**config.mk**
```make
export PLATFORM = sky130hd
export DESIGN_NAME = gb2312_glyph_address_and_text_layout_flat
export DESIGN_NICKNAME = d
export VERILOG_FILES = /design/src/gbglyph_pkg.sv /design/src/gbglyph_if.sv /design/src/gbglyph_cfg_regs.sv /design/src/gbglyph_addr.sv /design/src/gbglyph_core.sv /design/src/gb2312_glyph_address_and_text_layout.sv /design/src/flat_wrapper.sv
export SDC_FILE = /design/constraint.sdc
export NUM_CORES = 1
export LEC_CHECK = 0
export ABC_AREA = 1
export BUFFER_PORTS_ARGS = -buffer_cell sky130_fd_sc_hd__buf_2
export CAP_MARGIN = 15
export CELL_PAD_IN_SITES_DETAIL_PLACEMENT = 1
export CELL_PAD_IN_SITES_GLOBAL_PLACEMENT = 1
export CORE_MARGIN = 1.5
export CORE_UTILIZATION = 50
export DETAILED_ROUTE_END_ITERATION = 12
export PLACE_DENSITY_LB_ADDON = 0.1
export SYNTH_ARGS = -nofsm -noshare
export SYNTH_HDL_FRONTEND = slang
export SYNTH_SLANG_ARGS = --single-unit
```
**constraint.sdc**
```tcl
create_clock -name i_clk -period 20.6 [get_ports i_clk]
set_clock_uncertainty 0.05 [all_clocks]
set_input_delay 0 -clock i_clk [delete_from_list [all_inputs] [get_ports i_clk]]
set_output_delay 0 -clock i_clk [all_outputs]
set_load 0.01 [all_outputs]
```
**src/gbglyph_pkg.sv**
```systemverilog
`timescale 1ns / 1ps
// gbglyph_pkg: types, codes and font segment constants for the gb2312 glyph block
// no dependencies

package gbglyph_pkg;

    // result status codes
    typedef enum logic [2:0] {
        ST_GLYPH        = 3'd0,
        ST_GLYPH_FULL   = 3'd1,
        ST_NEWLINE      = 3'd2,
        ST_NEWLINE_FULL = 3'd3,
        ST_END          = 3'd4,
        ST_BAD_CODE     = 3'd5
    } t_status;

    // configuration register indexes
    localparam logic [2:0] CFG_X_ORIGIN     = 3'd0;
    localparam logic [2:0] CFG_Y_ORIGIN     = 3'd1;
    localparam logic [2:0] CFG_VIEW_WIDTH   = 3'd2;
    localparam logic [2:0] CFG_VIEW_HEIGHT  = 3'd3;
    localparam logic [2:0] CFG_ROW_GAP      = 3'd4;
    localparam logic [2:0] CFG_CHAR_ADVANCE = 3'd5;

    typedef struct packed {
        logic [7:0] x_origin;
        logic [6:0] y_origin;
        logic [7:0] view_width;
        logic [6:0] view_height;
        logic [6:0] row_gap;
        logic [7:0] char_advance;
    } t_cfg;

    localparam t_cfg CFG_RESET = '{
        x_origin:     8'd0,
        y_origin:     7'd0,
        view_width:   8'd131,
        view_height:  7'd64,
        row_gap:      7'd1,
        char_advance: 8'd12
    };

    // special text bytes
    localparam logic [7:0] BYTE_END = 8'h00;
    localparam logic [7:0] BYTE_LF  = 8'h0A;
    localparam logic [7:0] LEAD_MIN = 8'hA0;

    // linear code offsets: two-byte form and full-width row 3 form
    localparam logic [15:0] ROW_CELLS    = 16'd94;
    localparam logic [15:0] PAIR_BIAS    = 16'd15295; // 0xA0*94 + 94 + 0xA0 + 1
    localparam logic [15:0] LOW_BIAS     = 16'd155;   // 2*94 - 0x20 - 1

    // font rom segments, searched from the last entry down
    localparam int SEG_COUNT = 11;
    localparam logic [23:0] SEG_ROM [SEG_COUNT] = '{
        24'h07FD10, 24'h0BF640, 24'h0E2920, 24'h0E2BD0, 24'h0E2C90, 24'h0E2D50,
        24'h0E2E60, 24'h0DEEA0, 24'h0BFE50, 24'h03ABF0, 24'h0F7020
    };
    // the last segment starts one span of glyph bytes past its listed code
    localparam logic [15:0] SEG_CODE_BASE [SEG_COUNT] = '{
        16'd0, 16'd110, 16'd376, 16'd470, 16'd502, 16'd564,
        16'd658, 16'd612, 16'd694, 16'd1410, 16'd1410
    };
    localparam int SEG_LAST_SPAN = 'h5400;

endpackage

```
**src/gbglyph_if.sv**
```systemverilog
`timescale 1ns / 1ps
// gbglyph interfaces: text input, glyph result and configuration write channels
// depends on nothing

interface gbglyph_in_if;
    logic       valid;
    logic       ready;
    logic       func;
    logic [7:0] text_byte;

    modport source (output valid, output func, output text_byte, input ready);
    modport sink   (input valid, input func, input text_byte, output ready);
endinterface

interface gbglyph_out_if;
    logic        valid;
    logic        ready;
    logic [2:0]  status;
    logic [23:0] glyph_address;
    logic [7:0]  glyph_x;
    logic [6:0]  glyph_y;

    modport source (output valid, output status, output glyph_address,
                    output glyph_x, output glyph_y, input ready);
    modport sink   (input valid, input status, input glyph_address,
                    input glyph_x, input glyph_y, output ready);
endinterface

interface gbglyph_cfg_if;
    logic       valid;
    logic       ready;
    logic [2:0] index;
    logic [7:0] data;

    modport source (output valid, output index, output data, input ready);
    modport sink   (input valid, input index, input data, output ready);
endinterface

```
**src/gbglyph_cfg_regs.sv**
```systemverilog
`timescale 1ns / 1ps
// gbglyph_cfg_regs: layout configuration registers behind the write channel
// depends on gbglyph_pkg and gbglyph_cfg_if

module gbglyph_cfg_regs
    import gbglyph_pkg::*;
(
    input  logic          i_clk,
    input  logic          i_rst_n,
    gbglyph_cfg_if.sink   i_cfg,
    output t_cfg          o_cfg
);

    t_cfg r_cfg;

    assign i_cfg.ready = 1'b1;
    assign o_cfg       = r_cfg;

    always_ff @(posedge i_clk) begin
        if (!i_rst_n) begin
            r_cfg <= CFG_RESET;
        end else if (i_cfg.valid) begin
            unique case (i_cfg.index)
                CFG_X_ORIGIN:     r_cfg.x_origin     <= i_cfg.data;
                CFG_Y_ORIGIN:     r_cfg.y_origin     <= i_cfg.data[6:0];
                CFG_VIEW_WIDTH:   r_cfg.view_width   <= i_cfg.data;
                CFG_VIEW_HEIGHT:  r_cfg.view_height  <= i_cfg.data[6:0];
                CFG_ROW_GAP:      r_cfg.row_gap      <= i_cfg.data[6:0];
                CFG_CHAR_ADVANCE: r_cfg.char_advance <= i_cfg.data;
                default: ;
            endcase
        end
    end

endmodule

```
**src/gbglyph_addr.sv**
```systemverilog
`timescale 1ns / 1ps
// gbglyph_addr: code point from text bytes and font rom address from the segment table
// depends on gbglyph_pkg

module gbglyph_addr
    import gbglyph_pkg::*;
#(
    parameter int GLYPH_BYTES = 24
) (
    input  logic        i_lead_pending,
    input  logic [7:0]  i_lead_byte,
    input  logic [7:0]  i_text_byte,
    output logic        o_bad_code,
    output logic [23:0] o_glyph_address
);

    localparam logic [15:0] LAST_EXTRA = 16'(SEG_LAST_SPAN / GLYPH_BYTES);
    localparam logic [23:0] BYTES_W    = 24'(GLYPH_BYTES);

    logic [15:0] w_cp;
    logic [23:0] w_cp_scaled;
    logic [23:0] w_base;

    // two's complement code point, negative for a pair that falls before row 1 cell 1
    always_comb begin
        if (i_lead_pending) begin
            w_cp = {8'd0, i_lead_byte} * ROW_CELLS + {8'd0, i_text_byte} - PAIR_BIAS;
        end else begin
            w_cp = {8'd0, i_text_byte} + LOW_BIAS;
        end
    end

    assign w_cp_scaled = {9'd0, w_cp[14:0]} * BYTES_W;

    // segment base minus its start code, folded to a constant per entry
    always_comb begin
        logic [15:0] code;
        w_base = SEG_ROM[0];
        for (int i = 0; i < SEG_COUNT; i++) begin
            code = SEG_CODE_BASE[i] + ((i == SEG_COUNT - 1) ? LAST_EXTRA : 16'd0);
            if ({1'b0, w_cp[14:0]} >= code) begin
                w_base = SEG_ROM[i] - 24'(code) * BYTES_W;
            end
        end
    end

    assign o_bad_code      = w_cp[15];
    assign o_glyph_address = w_base + w_cp_scaled;

endmodule

```
**src/gbglyph_core.sv**
```systemverilog
`timescale 1ns / 1ps
// gbglyph_core: input register, text cursor state and result register
// depends on gbglyph_pkg, gbglyph_if and gbglyph_addr

module gbglyph_core
    import gbglyph_pkg::*;
#(
    parameter int GLYPH_BYTES = 24,
    parameter int GLYPH_ROWS  = 12
) (
    input  logic            i_clk,
    input  logic            i_rst_n,
    input  t_cfg            i_cfg,
    gbglyph_in_if.sink      i_text,
    gbglyph_out_if.source   o_glyph
);

    localparam logic [9:0] ROWS_W = 10'(GLYPH_ROWS);

    typedef enum logic [2:0] {
        PH_START = 3'b001,
        PH_TEXT  = 3'b010,
        PH_FULL  = 3'b100
    } t_phase;

    // input register
    logic        r_s1_valid;
    logic        r_s1_func;
    logic [7:0]  r_s1_byte;

    // cursor state
    logic [7:0]  r_cursor_x, n_cursor_x;
    logic [6:0]  r_cursor_y, n_cursor_y;
    logic [7:0]  r_lead_byte, n_lead_byte;
    logic        r_lead_pending, n_lead_pending;
    t_phase      r_phase, n_phase;

    // result register
    logic        r_out_valid;
    t_status     r_out_status;
    logic [23:0] r_out_address;
    logic [7:0]  r_out_x;
    logic [6:0]  r_out_y;

    logic        w_out_free;
    logic        w_step;
    logic        w_in_fire;
    logic        w_has_result;
    t_status     w_status;
    logic [23:0] w_address;
    logic [7:0]  w_x;
    logic [6:0]  w_y;

    logic        w_page_reset;
    logic [7:0]  w_eff_x;
    logic [6:0]  w_eff_y;
    logic        w_eff_lead_pending;
    logic [7:0]  w_eff_lead;
    t_phase      w_eff_phase;
    logic        w_is_newline;
    logic [7:0]  w_adv_from;
    logic [9:0]  w_x_sum;
    logic        w_x_fits;
    logic [9:0]  w_y_next;
    logic        w_y_fits;
    logic        w_bad_code;
    logic [23:0] w_rom_address;

    assign w_out_free   = !r_out_valid || o_glyph.ready;
    assign w_step       = r_s1_valid && w_out_free;
    assign i_text.ready = !r_s1_valid || w_out_free;
    assign w_in_fire    = i_text.valid && i_text.ready;

    // a byte after a full page starts a fresh page first
    assign w_page_reset       = (r_phase == PH_FULL);
    assign w_eff_x            = w_page_reset ? i_cfg.x_origin : r_cursor_x;
    assign w_eff_y            = w_page_reset ? i_cfg.y_origin : r_cursor_y;
    assign w_eff_lead_pending = w_page_reset ? 1'b0 : r_lead_pending;
    assign w_eff_lead         = w_page_reset ? 8'd0 : r_lead_byte;
    assign w_eff_phase        = w_page_reset ? PH_START : r_phase;

    // a newline advances as a glyph placed at the right edge
    assign w_is_newline = !w_eff_lead_pending && (r_s1_byte == BYTE_LF);
    assign w_adv_from   = w_is_newline ? i_cfg.view_width : w_eff_x;
    assign w_x_sum      = {2'd0, w_adv_from} + {2'd0, i_cfg.char_advance};
    assign w_x_fits     = (w_x_sum + {2'd0, i_cfg.char_advance}) <= {2'd0, i_cfg.view_width};
    assign w_y_next     = {3'd0, w_eff_y} + ROWS_W + {3'd0, i_cfg.row_gap};
    assign w_y_fits     = (w_y_next + ROWS_W) <= {3'd0, i_cfg.view_height};

    gbglyph_addr #(
        .GLYPH_BYTES (GLYPH_BYTES)
    ) u_addr (
        .i_lead_pending  (w_eff_lead_pending),
        .i_lead_byte     (w_eff_lead),
        .i_text_byte     (r_s1_byte),
        .o_bad_code      (w_bad_code),
        .o_glyph_address (w_rom_address)
    );

    always_comb begin
        logic do_advance;
        logic full;
        n_cursor_x     = r_cursor_x;
        n_cursor_y     = r_cursor_y;
        n_lead_byte    = r_lead_byte;
        n_lead_pending = r_lead_pending;
        n_phase        = r_phase;
        w_has_result   = 1'b0;
        w_status       = ST_END;
        w_address      = 24'd0;
        w_x            = 8'd0;
        w_y            = 7'd0;
        do_advance     = 1'b0;
        full           = 1'b0;

        if (!w_x_fits && !w_y_fits) begin
            full = 1'b1;
        end

        if (w_step) begin
            if (r_s1_func) begin
                n_cursor_x     = i_cfg.x_origin;
                n_cursor_y     = i_cfg.y_origin;
                n_lead_byte    = 8'd0;
                n_lead_pending = 1'b0;
                n_phase        = PH_START;
            end else begin
                n_cursor_x     = w_eff_x;
                n_cursor_y     = w_eff_y;
                n_lead_byte    = w_eff_lead;
                n_lead_pending = w_eff_lead_pending;
                n_phase        = w_eff_phase;
                if (w_eff_lead_pending || r_s1_byte == BYTE_END) begin
                    n_lead_byte    = 8'd0;
                    n_lead_pending = 1'b0;
                    w_has_result   = 1'b1;
                    if (r_s1_byte == BYTE_END) begin
                        w_status = ST_END;
                    end else if (w_bad_code) begin
                        w_status = ST_BAD_CODE;
                    end else begin
                        do_advance = 1'b1;
                        w_status   = full ? ST_GLYPH_FULL : ST_GLYPH;
                        w_address  = w_rom_address;
                        w_x        = w_eff_x;
                        w_y        = w_eff_y;
                    end
                end else if (w_is_newline) begin
                    if (w_eff_phase == PH_START) begin
                        n_phase = PH_TEXT;
                    end else begin
                        do_advance   = 1'b1;
                        w_has_result = 1'b1;
                        w_status     = full ? ST_NEWLINE_FULL : ST_NEWLINE;
                    end
                end else begin
                    n_phase = PH_TEXT;
                    if (r_s1_byte >= LEAD_MIN) begin
                        n_lead_byte    = r_s1_byte;
                        n_lead_pending = 1'b1;
                    end else begin
                        do_advance   = 1'b1;
                        w_has_result = 1'b1;
                        w_status     = full ? ST_GLYPH_FULL : ST_GLYPH;
                        w_address    = w_rom_address;
                        w_x          = w_eff_x;
                        w_y          = w_eff_y;
                    end
                end

                if (do_advance) begin
                    if (w_x_fits) begin
                        n_cursor_x = w_x_sum[7:0];
                    end else if (w_y_fits) begin
                        n_cursor_x = i_cfg.x_origin;
                        n_cursor_y = w_y_next[6:0];
                    end else begin
                        n_phase = PH_FULL;
                    end
                end
            end
        end
    end

    always_ff @(posedge i_clk) begin
        if (!i_rst_n) begin
            r_s1_valid     <= 1'b0;
            r_out_valid    <= 1'b0;
            r_cursor_x     <= CFG_RESET.x_origin;
            r_cursor_y     <= CFG_RESET.y_origin;
            r_lead_byte    <= 8'd0;
            r_lead_pending <= 1'b0;
            r_phase        <= PH_START;
        end else begin
            r_s1_valid     <= w_in_fire || (r_s1_valid && !w_out_free);
            r_cursor_x     <= n_cursor_x;
            r_cursor_y     <= n_cursor_y;
            r_lead_byte    <= n_lead_byte;
            r_lead_pending <= n_lead_pending;
            r_phase        <= n_phase;
            if (w_out_free) begin
                r_out_valid <= w_step && w_has_result;
            end
        end
    end

    always_ff @(posedge i_clk) begin
        if (w_in_fire) begin
            r_s1_func <= i_text.func;
            r_s1_byte <= i_text.text_byte;
        end
        if (w_step && w_has_result) begin
            r_out_status  <= w_status;
            r_out_address <= w_address;
            r_out_x       <= w_x;
            r_out_y       <= w_y;
        end
    end

    assign o_glyph.valid         = r_out_valid;
    assign o_glyph.status        = r_out_status;
    assign o_glyph.glyph_address = r_out_address;
    assign o_glyph.glyph_x       = r_out_x;
    assign o_glyph.glyph_y       = r_out_y;

`ifndef SYNTHESIS
    a_lead_is_high_byte: assert property (@(posedge i_clk) disable iff (!i_rst_n)
        r_lead_pending |-> (r_lead_byte >= LEAD_MIN))
        else $error("held lead byte below the lead range");

    a_full_sets_phase: assert property (@(posedge i_clk) disable iff (!i_rst_n)
        (w_step && w_has_result &&
         (w_status == ST_GLYPH_FULL || w_status == ST_NEWLINE_FULL))
        |=> (r_phase == PH_FULL))
        else $error("page full reported but page not marked full");

    a_nonglyph_zero: assert property (@(posedge i_clk) disable iff (!i_rst_n)
        (r_out_valid && r_out_status != ST_GLYPH && r_out_status != ST_GLYPH_FULL)
        |-> (r_out_address == 24'd0 && r_out_x == 8'd0 && r_out_y == 7'd0))
        else $error("non-glyph result carries glyph fields");

    a_s1_holds_on_stall: assert property (@(posedge i_clk) disable iff (!i_rst_n)
        (r_s1_valid && !w_out_free) |=> (r_s1_valid && $stable(r_s1_byte)))
        else $error("input register lost an item under stall");
`endif

endmodule

```
**src/gb2312_glyph_address_and_text_layout.sv**
```systemverilog
`timescale 1ns / 1ps
// gb2312_glyph_address_and_text_layout: top level of the glyph address and text cursor block
// depends on gbglyph_pkg, gbglyph_if, gbglyph_cfg_regs and gbglyph_core
//
// Usage:
//   i_text   valid/ready stream of text items: func=1 starts a new page, func=0 carries
//            one raw gb2312 byte (0 ends the text, a byte of 0xA0 or above is a lead byte)
//   o_glyph  valid/ready stream of results: status, font rom byte address and the
//            top-left pixel of the glyph; zero or one result per text item
//   i_cfg    register write channel (index, data), always ready; write only while idle
// Path: an item is held in the input register, and its result then in the result register.
// Throughput: one item per cycle while o_glyph does not stall; the cursor update and the
//   segment compare sit between the input register and the result register as combinational logic.
// Reset: registers return to their defaults, the cursor to the margins, the page
//   to its start and both pipeline registers empty.
// Stall: while o_glyph is held, the result waits in its register and one more item
//   is taken into the input register; i_text.ready then drops until the result moves.

module gb2312_glyph_address_and_text_layout
    import gbglyph_pkg::*;
#(
    parameter int GLYPH_BYTES = 24,
    parameter int GLYPH_ROWS  = 12
) (
    input  logic            i_clk,
    input  logic            i_rst_n,
    gbglyph_in_if.sink      i_text,
    gbglyph_out_if.source   o_glyph,
    gbglyph_cfg_if.sink     i_cfg
);

    t_cfg w_cfg;

    gbglyph_cfg_regs u_cfg_regs (
        .i_clk   (i_clk),
        .i_rst_n (i_rst_n),
        .i_cfg   (i_cfg),
        .o_cfg   (w_cfg)
    );

    gbglyph_core #(
        .GLYPH_BYTES (GLYPH_BYTES),
        .GLYPH_ROWS  (GLYPH_ROWS)
    ) u_core (
        .i_clk   (i_clk),
        .i_rst_n (i_rst_n),
        .i_cfg   (w_cfg),
        .i_text  (i_text),
        .o_glyph (o_glyph)
    );

endmodule

```
**src/flat_wrapper.sv**
```systemverilog
// flat-port wrapper written by rule: the top's interface ports become plain ports
module gb2312_glyph_address_and_text_layout_flat import gbglyph_pkg::*;
#(
    parameter int GLYPH_BYTES = 24,
    parameter int GLYPH_ROWS  = 12
)
  (i_clk, i_rst_n, i_text_valid, i_text_func, i_text_text_byte, i_text_ready, o_glyph_valid, o_glyph_status, o_glyph_glyph_address, o_glyph_glyph_x, o_glyph_glyph_y, o_glyph_ready, i_cfg_valid, i_cfg_index, i_cfg_data, i_cfg_ready);
  gbglyph_in_if i_text_i ();
  gbglyph_out_if o_glyph_i ();
  gbglyph_cfg_if i_cfg_i ();
  input  logic i_clk;
  input  logic i_rst_n;
  input wire logic [$bits(i_text_i.valid)-1:0] i_text_valid;
  input wire logic [$bits(i_text_i.func)-1:0] i_text_func;
  input wire logic [$bits(i_text_i.text_byte)-1:0] i_text_text_byte;
  output wire logic [$bits(i_text_i.ready)-1:0] i_text_ready;
  output wire logic [$bits(o_glyph_i.valid)-1:0] o_glyph_valid;
  output wire logic [$bits(o_glyph_i.status)-1:0] o_glyph_status;
  output wire logic [$bits(o_glyph_i.glyph_address)-1:0] o_glyph_glyph_address;
  output wire logic [$bits(o_glyph_i.glyph_x)-1:0] o_glyph_glyph_x;
  output wire logic [$bits(o_glyph_i.glyph_y)-1:0] o_glyph_glyph_y;
  input wire logic [$bits(o_glyph_i.ready)-1:0] o_glyph_ready;
  input wire logic [$bits(i_cfg_i.valid)-1:0] i_cfg_valid;
  input wire logic [$bits(i_cfg_i.index)-1:0] i_cfg_index;
  input wire logic [$bits(i_cfg_i.data)-1:0] i_cfg_data;
  output wire logic [$bits(i_cfg_i.ready)-1:0] i_cfg_ready;
  assign i_text_i.valid = i_text_valid;
  assign i_text_i.func = i_text_func;
  assign i_text_i.text_byte = i_text_text_byte;
  assign i_text_ready = i_text_i.ready;
  assign o_glyph_valid = o_glyph_i.valid;
  assign o_glyph_status = o_glyph_i.status;
  assign o_glyph_glyph_address = o_glyph_i.glyph_address;
  assign o_glyph_glyph_x = o_glyph_i.glyph_x;
  assign o_glyph_glyph_y = o_glyph_i.glyph_y;
  assign o_glyph_i.ready = o_glyph_ready;
  assign i_cfg_i.valid = i_cfg_valid;
  assign i_cfg_i.index = i_cfg_index;
  assign i_cfg_i.data = i_cfg_data;
  assign i_cfg_ready = i_cfg_i.ready;
  gb2312_glyph_address_and_text_layout #(.GLYPH_BYTES(GLYPH_BYTES), .GLYPH_ROWS(GLYPH_ROWS)) u_core (.i_clk(i_clk), .i_rst_n(i_rst_n), .i_text(i_text_i), .o_glyph(o_glyph_i), .i_cfg(i_cfg_i));
endmodule
```
## Word level (Yosys, flattened, before mapping)

Index checks and enable logic that the tools add are counted.

| storage, ports and cells | value |
|---|---|
| register bits | 125 |
| bits of input ports | 25 |
| output and inout port bits | 45 |
| logic and storage cells | 152 |

| cells by class | value |
|---|---|
| $add $sub $neg | 9 |
| $mul | 2 |
| order comparisons | 13 |
| equality and inequality tests | 8 |
| multiplexer cells | 75 |
| bitwise logic cells | 1 |
| reductions and logical operators | 25 |

Operators by type and width:

| operator | count |
|---|---|
| $mux W20 | 10 |
| $mux W8 | 16 |
| $mux W24 | 5 |
| $mux W7 | 10 |
| $ge A15 B10 Y1 const B | 4 |
| $ge A15 B9 Y1 const B | 3 |
| $mux W3 | 14 |
| $add A20 B20 Y21 | 1 |
| $mux W1 | 19 |
| $mul A15 B2 Y17 const B | 1 |
| $add A15 B8 Y16 | 1 |
| $mux W16 | 1 |
| $sub A16 B14 Y16 const B | 1 |
| $ge A15 B11 Y1 const B | 1 |
| $ge A15 B12 Y1 const B | 1 |
| $ge A15 B7 Y1 const B | 1 |
| $mul A8 B6 Y14 const B | 1 |
| $reduce_and A2 Y1 | 6 |
| $add A9 B4 Y10 const B | 1 |
| $add A9 B8 Y10 | 1 |
| $le A10 B7 Y1 | 1 |
| $le A10 B8 Y1 | 1 |
| $add A8 B7 Y9 | 1 |
| $add A8 B8 Y9 | 1 |
| 14 further kinds | 31 |

## Depth between registers and ports, before layout

| depth | value |
|---|---|
| depth after elaboration | 21 |
| mapped depth | 55 |
| gate-level depth less buffers | 54 |

## By module

From an unflattened synthesis, not the netlist that was laid out.

| unflattened totals | value |
|---|---|
| cell total of the unflattened synthesis | 1,709 |
| area total of the unflattened synthesis | 11,964.0 um^2 |

By module, submodules not included:

| module | times used | cells an instance | area each (um^2) | sequential area each (um^2) |
|---|---|---|---|---|
| gbglyph_core | 1 | 767 | 5,596.6 | 2,112.0 |
| gbglyph_addr | 1 | 680 | 4,488.1 | 0.0 |
| gbglyph_cfg_regs | 1 | 262 | 1,879.3 | 900.9 |

## Worst setup path after synthesis

No wires, ideal clock.

| path | value |
|---|---|
| kind | reg-to-reg |
| start point | register u_core.u_core.r_phase[0] |
| end point | register u_core.u_core.r_out_address[19], in the netlist u_core.u_core.o_glyph.glyph_address[19], data pin |
| library setup time | 0.257 ns |
| data arrival time | 7.965 ns |
| required time | 20.293 ns |
| setup slack | 12.328 ns |
| stages on the path, launching flop included | 51 |
| period minus slack after synthesis | 8.272 ns |
| cells stage by stage | dfxtp_1 -> nor2_2 -> nand2_4 -> inv_1 -> clkbuf_1 -> clkbuf_1 -> nor2_1 -> ha_1 -> ha_1 -> inv_1 -> fa_1 -> inv_1 -> ha_1 -> nand2_1 -> nand2_1 -> a31oi_1 -> xor2_1 -> inv_1 -> (+15 left out) -> a21oi_1 -> nand4_2 -> nor3_4 -> nand2_2 -> inv_1 -> nand2_1 -> ha_1 -> a21oi_1 -> nand2_1 -> a21oi_1 -> o21ai_0 -> a21boi_0 -> o21ai_0 -> nand2_1 -> nand2_1 -> a21oi_1 -> xor2_1 -> nor2_1 |

| between the ends | value |
|---|---|
| longest elaborated chain between the ends | 21 |
| elaborated cells between the ends (all ways) | 37 |
| classes of those cells | add/sub (3); mul (2); order compare (10); eq/ne (1); mux (18); reduce/logical (3) |

RTL lines:

| item | line | RTL |
|---|---|---|
| start: declaration | gbglyph_core.sv:36 | `t_phase r_phase, n_phase;` |
| start signal: assignment | gbglyph_core.sv:200 | `r_phase <= n_phase;` |
| $eq A3 B3 Y1 * | gbglyph_core.sv:75 | `assign w_page_reset = (r_phase == PH_FULL);` |
| $mux W8 | gbglyph_core.sv:79 | `assign w_eff_lead = w_page_reset ? 8'd0 : r_lead_byte;` |
| $mul A8 B6 Y14 | gbglyph_addr.sv:27 | `w_cp = {8'd0, i_lead_byte} * ROW_CELLS + {8'd0, i_text_byte} - PAIR_BIAS;` |
| $add A15 B8 Y16 | gbglyph_addr.sv:27 |  |
| $sub A16 B14 Y16 | gbglyph_addr.sv:27 |  |
| $mux W16 | gbglyph_addr.sv:26 | `if (i_lead_pending) begin` |
| $ge A15 B7 Y1 | gbglyph_addr.sv:41 | `if ({1'b0, w_cp[14:0]} >= code) begin` |
| $mux W20 (10 in series) | gbglyph_addr.sv:41 |  |
| $add A20 B20 Y21 | gbglyph_addr.sv:48 | `assign o_glyph_address = w_base + w_cp_scaled;` |
| $mux W24, on equally long branches | gbglyph_core.sv:158, gbglyph_core.sv:139 |  |
| $mux W24, on equally long branches | gbglyph_core.sv:148, gbglyph_core.sv:137 |  |
| $mux W24 * | gbglyph_core.sv:133 | `if (w_eff_lead_pending \|\| r_s1_byte == BYTE_END) begin` |
| end signal: assignment | gbglyph_core.sv:214 | `r_out_address <= w_address;` |
| end: declaration | gbglyph_core.sv:41 | `logic [23:0] r_out_address;` |

Every way passes the cells marked *; elsewhere a longest branch is shown, timed or not.
A chain may end at the register's enable or synchronous reset.

## Final worst setup path

Same ends and word-level chain as after synthesis.

==> results.yml <==
synthesis:
  synth.distinct_cells: 57
  yosysWarningCount: 0
  synth-compound-area-share_pct: 15.8
  synth_top_family_by_area: "simple AND/OR/NAND/NOR gates"
  synth-seq-cells: 119
  synth_top_cell_by_area: "ha_1"
  synthCells: 1564
  synth_flop_cell: "dfxtp_1"
  synth_area_leaders: "ha_1 (17%), dfxtp_1 (13%), edfxtp_1 (12%), nand2_1 (8.7%), inv_1 (8.6%)"
  synth_edf_count: 45
  synthXorXnorAreaFrac_pct: 4.54
  synth_top_area_share_pct: 17.3
  synthSimpleGateAreaFrac_pct: 23.4
  synthArstFlopShare_pct: 0
  synth_area_sq_mm: 0.0114
  synth_area_per_cell_sq_um: 7.27
  synthAdderAreaFrac_pct: 20.6
  synth_seq_area_share_pct: 24.9
  synthMuxAreaShare_pct: 0.176
floorplan:
  die_h_microns: 154
  io_pins: 70
  fp.dieW_microns: 154
  die_area_sq_mm: 0.0237
  start_util_pct: 51.5
  coreArea_sq_mm: 0.0221
  rows: 54
layout:
  regArea_sq_mm: 0.00283
  final_common_cell: "nand2_1"
  drive_above_1_share_pct: 10.3
  areaGrowthSynthToFinish_pct: 12.1
  multi_input_area_sq_mm: 0.00736
  fill_cells: 2878
  layout.nets: 1843
  final_cell_mix: "nand2_1 (264), inv_1 (259), ha_1 (157)"
routing:
  drt_iter0_drc: 559
  via_per_inst: 5.60
  first_pass_iters: 5
  ant_nets: 0
  avgRoutedWirePerCell_microns: 18.4
  drcViolationCount: 0
  drt-total-wl_microns: 35700
  via_count: 10900
clocking:
  cts_tree: "built"
  cts_made_buffers: 17
  clockRootBuffer: "clkbuf_16"
  cts-resized-gates: 0
  htreeDepth: 4
  clockBufferDepth: 2
  cts.clk_slew.worst_paths_ns: 0.06
  worstSkewPairLatency_ns: 0.43
  clkSinkCount: 119
setup_path:
  cpMostUsedCell: "nand2_1"
  r2r_end: "u_core.u_core.o_glyph.glyph_address[19]"
  path_class: "register to register"
  rr_worst_depth: 52
  start_kind: "register"
  r2r_start: "u_core.u_core.r_phase[0]"
  cp.required_ns: 20.72
  ff2ff_setup_slack_ns: 10.69
  cp.arrival_ns: 10.03
  critPathCaptureType: "register"
  slowest_stage: "fa_1"
  path_max_fanout: 21
  cp_slowest_stage_delay_ns: 0.53
status:
  status: "complete, no violations"
timing:
  worst_pin_slew_ns: 0.924
  tns_ns: 0
  hold_violations: 0
  drv_slew: 0
  min_period_ns: 9.91
  fmax_ghz: 0.101
  slew_headroom_pct: 38.1
  final.period_utilization_pct: 48.1
  rsz0062_at_grt: "no"
  final-setup-viol-count: 0
place:
  port-buffer-count: 62
  dp_hpwl_microns: 26300
  gp_congestion: 0.910
job:
  cap_violations: 0
power_and_ir_drop:
  finalPower_uw: 907
  leakagePower_nw: 6.42
  vdd_drop_max_v: 0.0000581
  power.density_mw_per_mm2: 71.1
grt:
  grt_max_degree: 54
  grt_pass1_vias: 11400
  gr-total-overflow: 0
  grt_util_all_layers_pct: 30.5
  grt_pass1_wl_microns: 57400
  antenna_found_initial: 1
min_path:
  worstHoldPathCells: 5
  hold_path.class: "input pin to register"
  min_to: "u_core.u_cfg_regs.o_cfg[3]"
  min-delay-start: "i_cfg_valid"
power breakdown:
part / switching [mW] / total (mW) / leakage, nW / internal (mW)
combinational: 0.217 / 0.340 / 5.08 / 0.123
clock: 0.125 / 0.307 / 0.284 / 0.182
sequential: 0.00711 / 0.260 / 1.06 / 0.252
flip-flops by register name, summed over array words and instances, names as in the netlist:
| register | cells |
|---|---|
| u_core.u_core.r_s1_valid | 1 |
| u_core.u_core.r_phase | 3 |
| u_core.u_core.r_s1_func | 1 |
| u_core.u_core.r_cursor_y | 7 |
| u_core.u_core.o_glyph.valid | 1 |
| u_core.u_core.o_glyph.glyph_address | 18 |
| u_core.u_core.r_s1_byte | 8 |
| u_core.u_core.o_glyph.glyph_x | 8 |
| u_core.u_core.o_glyph.glyph_y | 7 |
| u_core.u_core.o_glyph.status | 3 |
| u_core.u_cfg_regs.o_cfg | 45 |
| u_core.u_core.r_lead_pending | 1 |
| u_core.u_core.r_cursor_x | 8 |
| u_core.u_core.r_lead_byte | 8 |
cells in the mapped netlist, drive strengths merged (3+ instances only):
cell / count
edfxtp: 45
dfxtp: 74
xor2: 42
a31oi: 16
o22ai: 8
clkinv: 4
o21ai: 107
buf: 15
nand4: 21
inv: 263
o21a: 3
a21o: 6
nor2: 164
ha: 157
or2: 6
a21oi: 139
nand2: 292
o31ai: 4
clkbuf: 22
o21bai: 10
nor4: 4
fa: 19
o211ai: 17
nand3: 77
nor3: 13
xnor2: 17
area by class of cell:
class	instances	area share, %
Multi-Input combinational cell	1146	57.7
Sequential cell	119	22.2
Inverter	267	7.92
Timing Repair Buffer	91	4.73
Clock buffer	18	3.44
Tap cell	280	2.75
Clock inverter	14	1.18
Antenna cell	1	0.0196
what timing repair did:
action	4_1_cts	5_1_grt
endpoints found under the hold margin	51	0
hold buffers	25	0
setup buffers	0	0
worst max-delay path by stage:
stage                                              endpoint                startpoint  cells past startpoint
floorplan           u_core.u_core.o_glyph.glyph_address[19]  u_core.u_core.r_phase[0]                     50
global placement    u_core.u_core.o_glyph.glyph_address[19]  u_core.u_core.r_phase[1]                     50
detailed placement  u_core.u_core.o_glyph.glyph_address[19]  u_core.u_core.r_phase[0]                     50
CTS                 u_core.u_core.o_glyph.glyph_address[18]  u_core.u_core.r_phase[0]                     50
global route        u_core.u_core.o_glyph.glyph_address[18]  u_core.u_core.r_phase[0]                     50
finish              u_core.u_core.o_glyph.glyph_address[19]  u_core.u_core.r_phase[0]                     52
layer usage:
metal	part of all wire, %	vias up	track usage [%]
met5	0	-	0
met4	1.8	0	8.97
met3	3.6	58	4.20
met2	49	244	53.6
met1	46	5271	38.9
li1	-	5277	-
worst max-delay path: cells and delay by family, from the launching register on:
family	cells	cell delay (ns)
AO/OA/AOI/OAI	11	1.96
flip-flops	1	0.40
adder cells (fa/ha/maj)	7	2.43
AND/OR/NAND/NOR	24	3.37
buffers and inverters	7	0.92
XOR/XNOR	3	0.48
stage by stage:
stage               utilization, %  cell area [sq um]  worst slack (ns)  hold slack, ns  instances
global route                  57.7              12800              9.79           0.112       1936
detailed placement            53.8              11900             10.88           0.128       1877
finish                        57.7              12800             10.69          0.0777       1936
floorplan                        -              11400             12.33          0.0489       1569
global placement              53.8              11900             11.39           0.127       1877
CTS                           57.6              12700             10.77          0.0296       1934
cells by family (layout without fill, tap and decap cells):
group,Yosys count,in the layout
AND/OR/NAND/NOR,582,582
AO/OA/AOI/OAI,320,320
adder cells (fa/ha/maj),176,176
XOR/XNOR,59,59
multiplexers,2,2
buffers and inverters,304,390
other,2,8
flip-flops,119,119
Note: power is estimated with default switching activity, not from simulation.
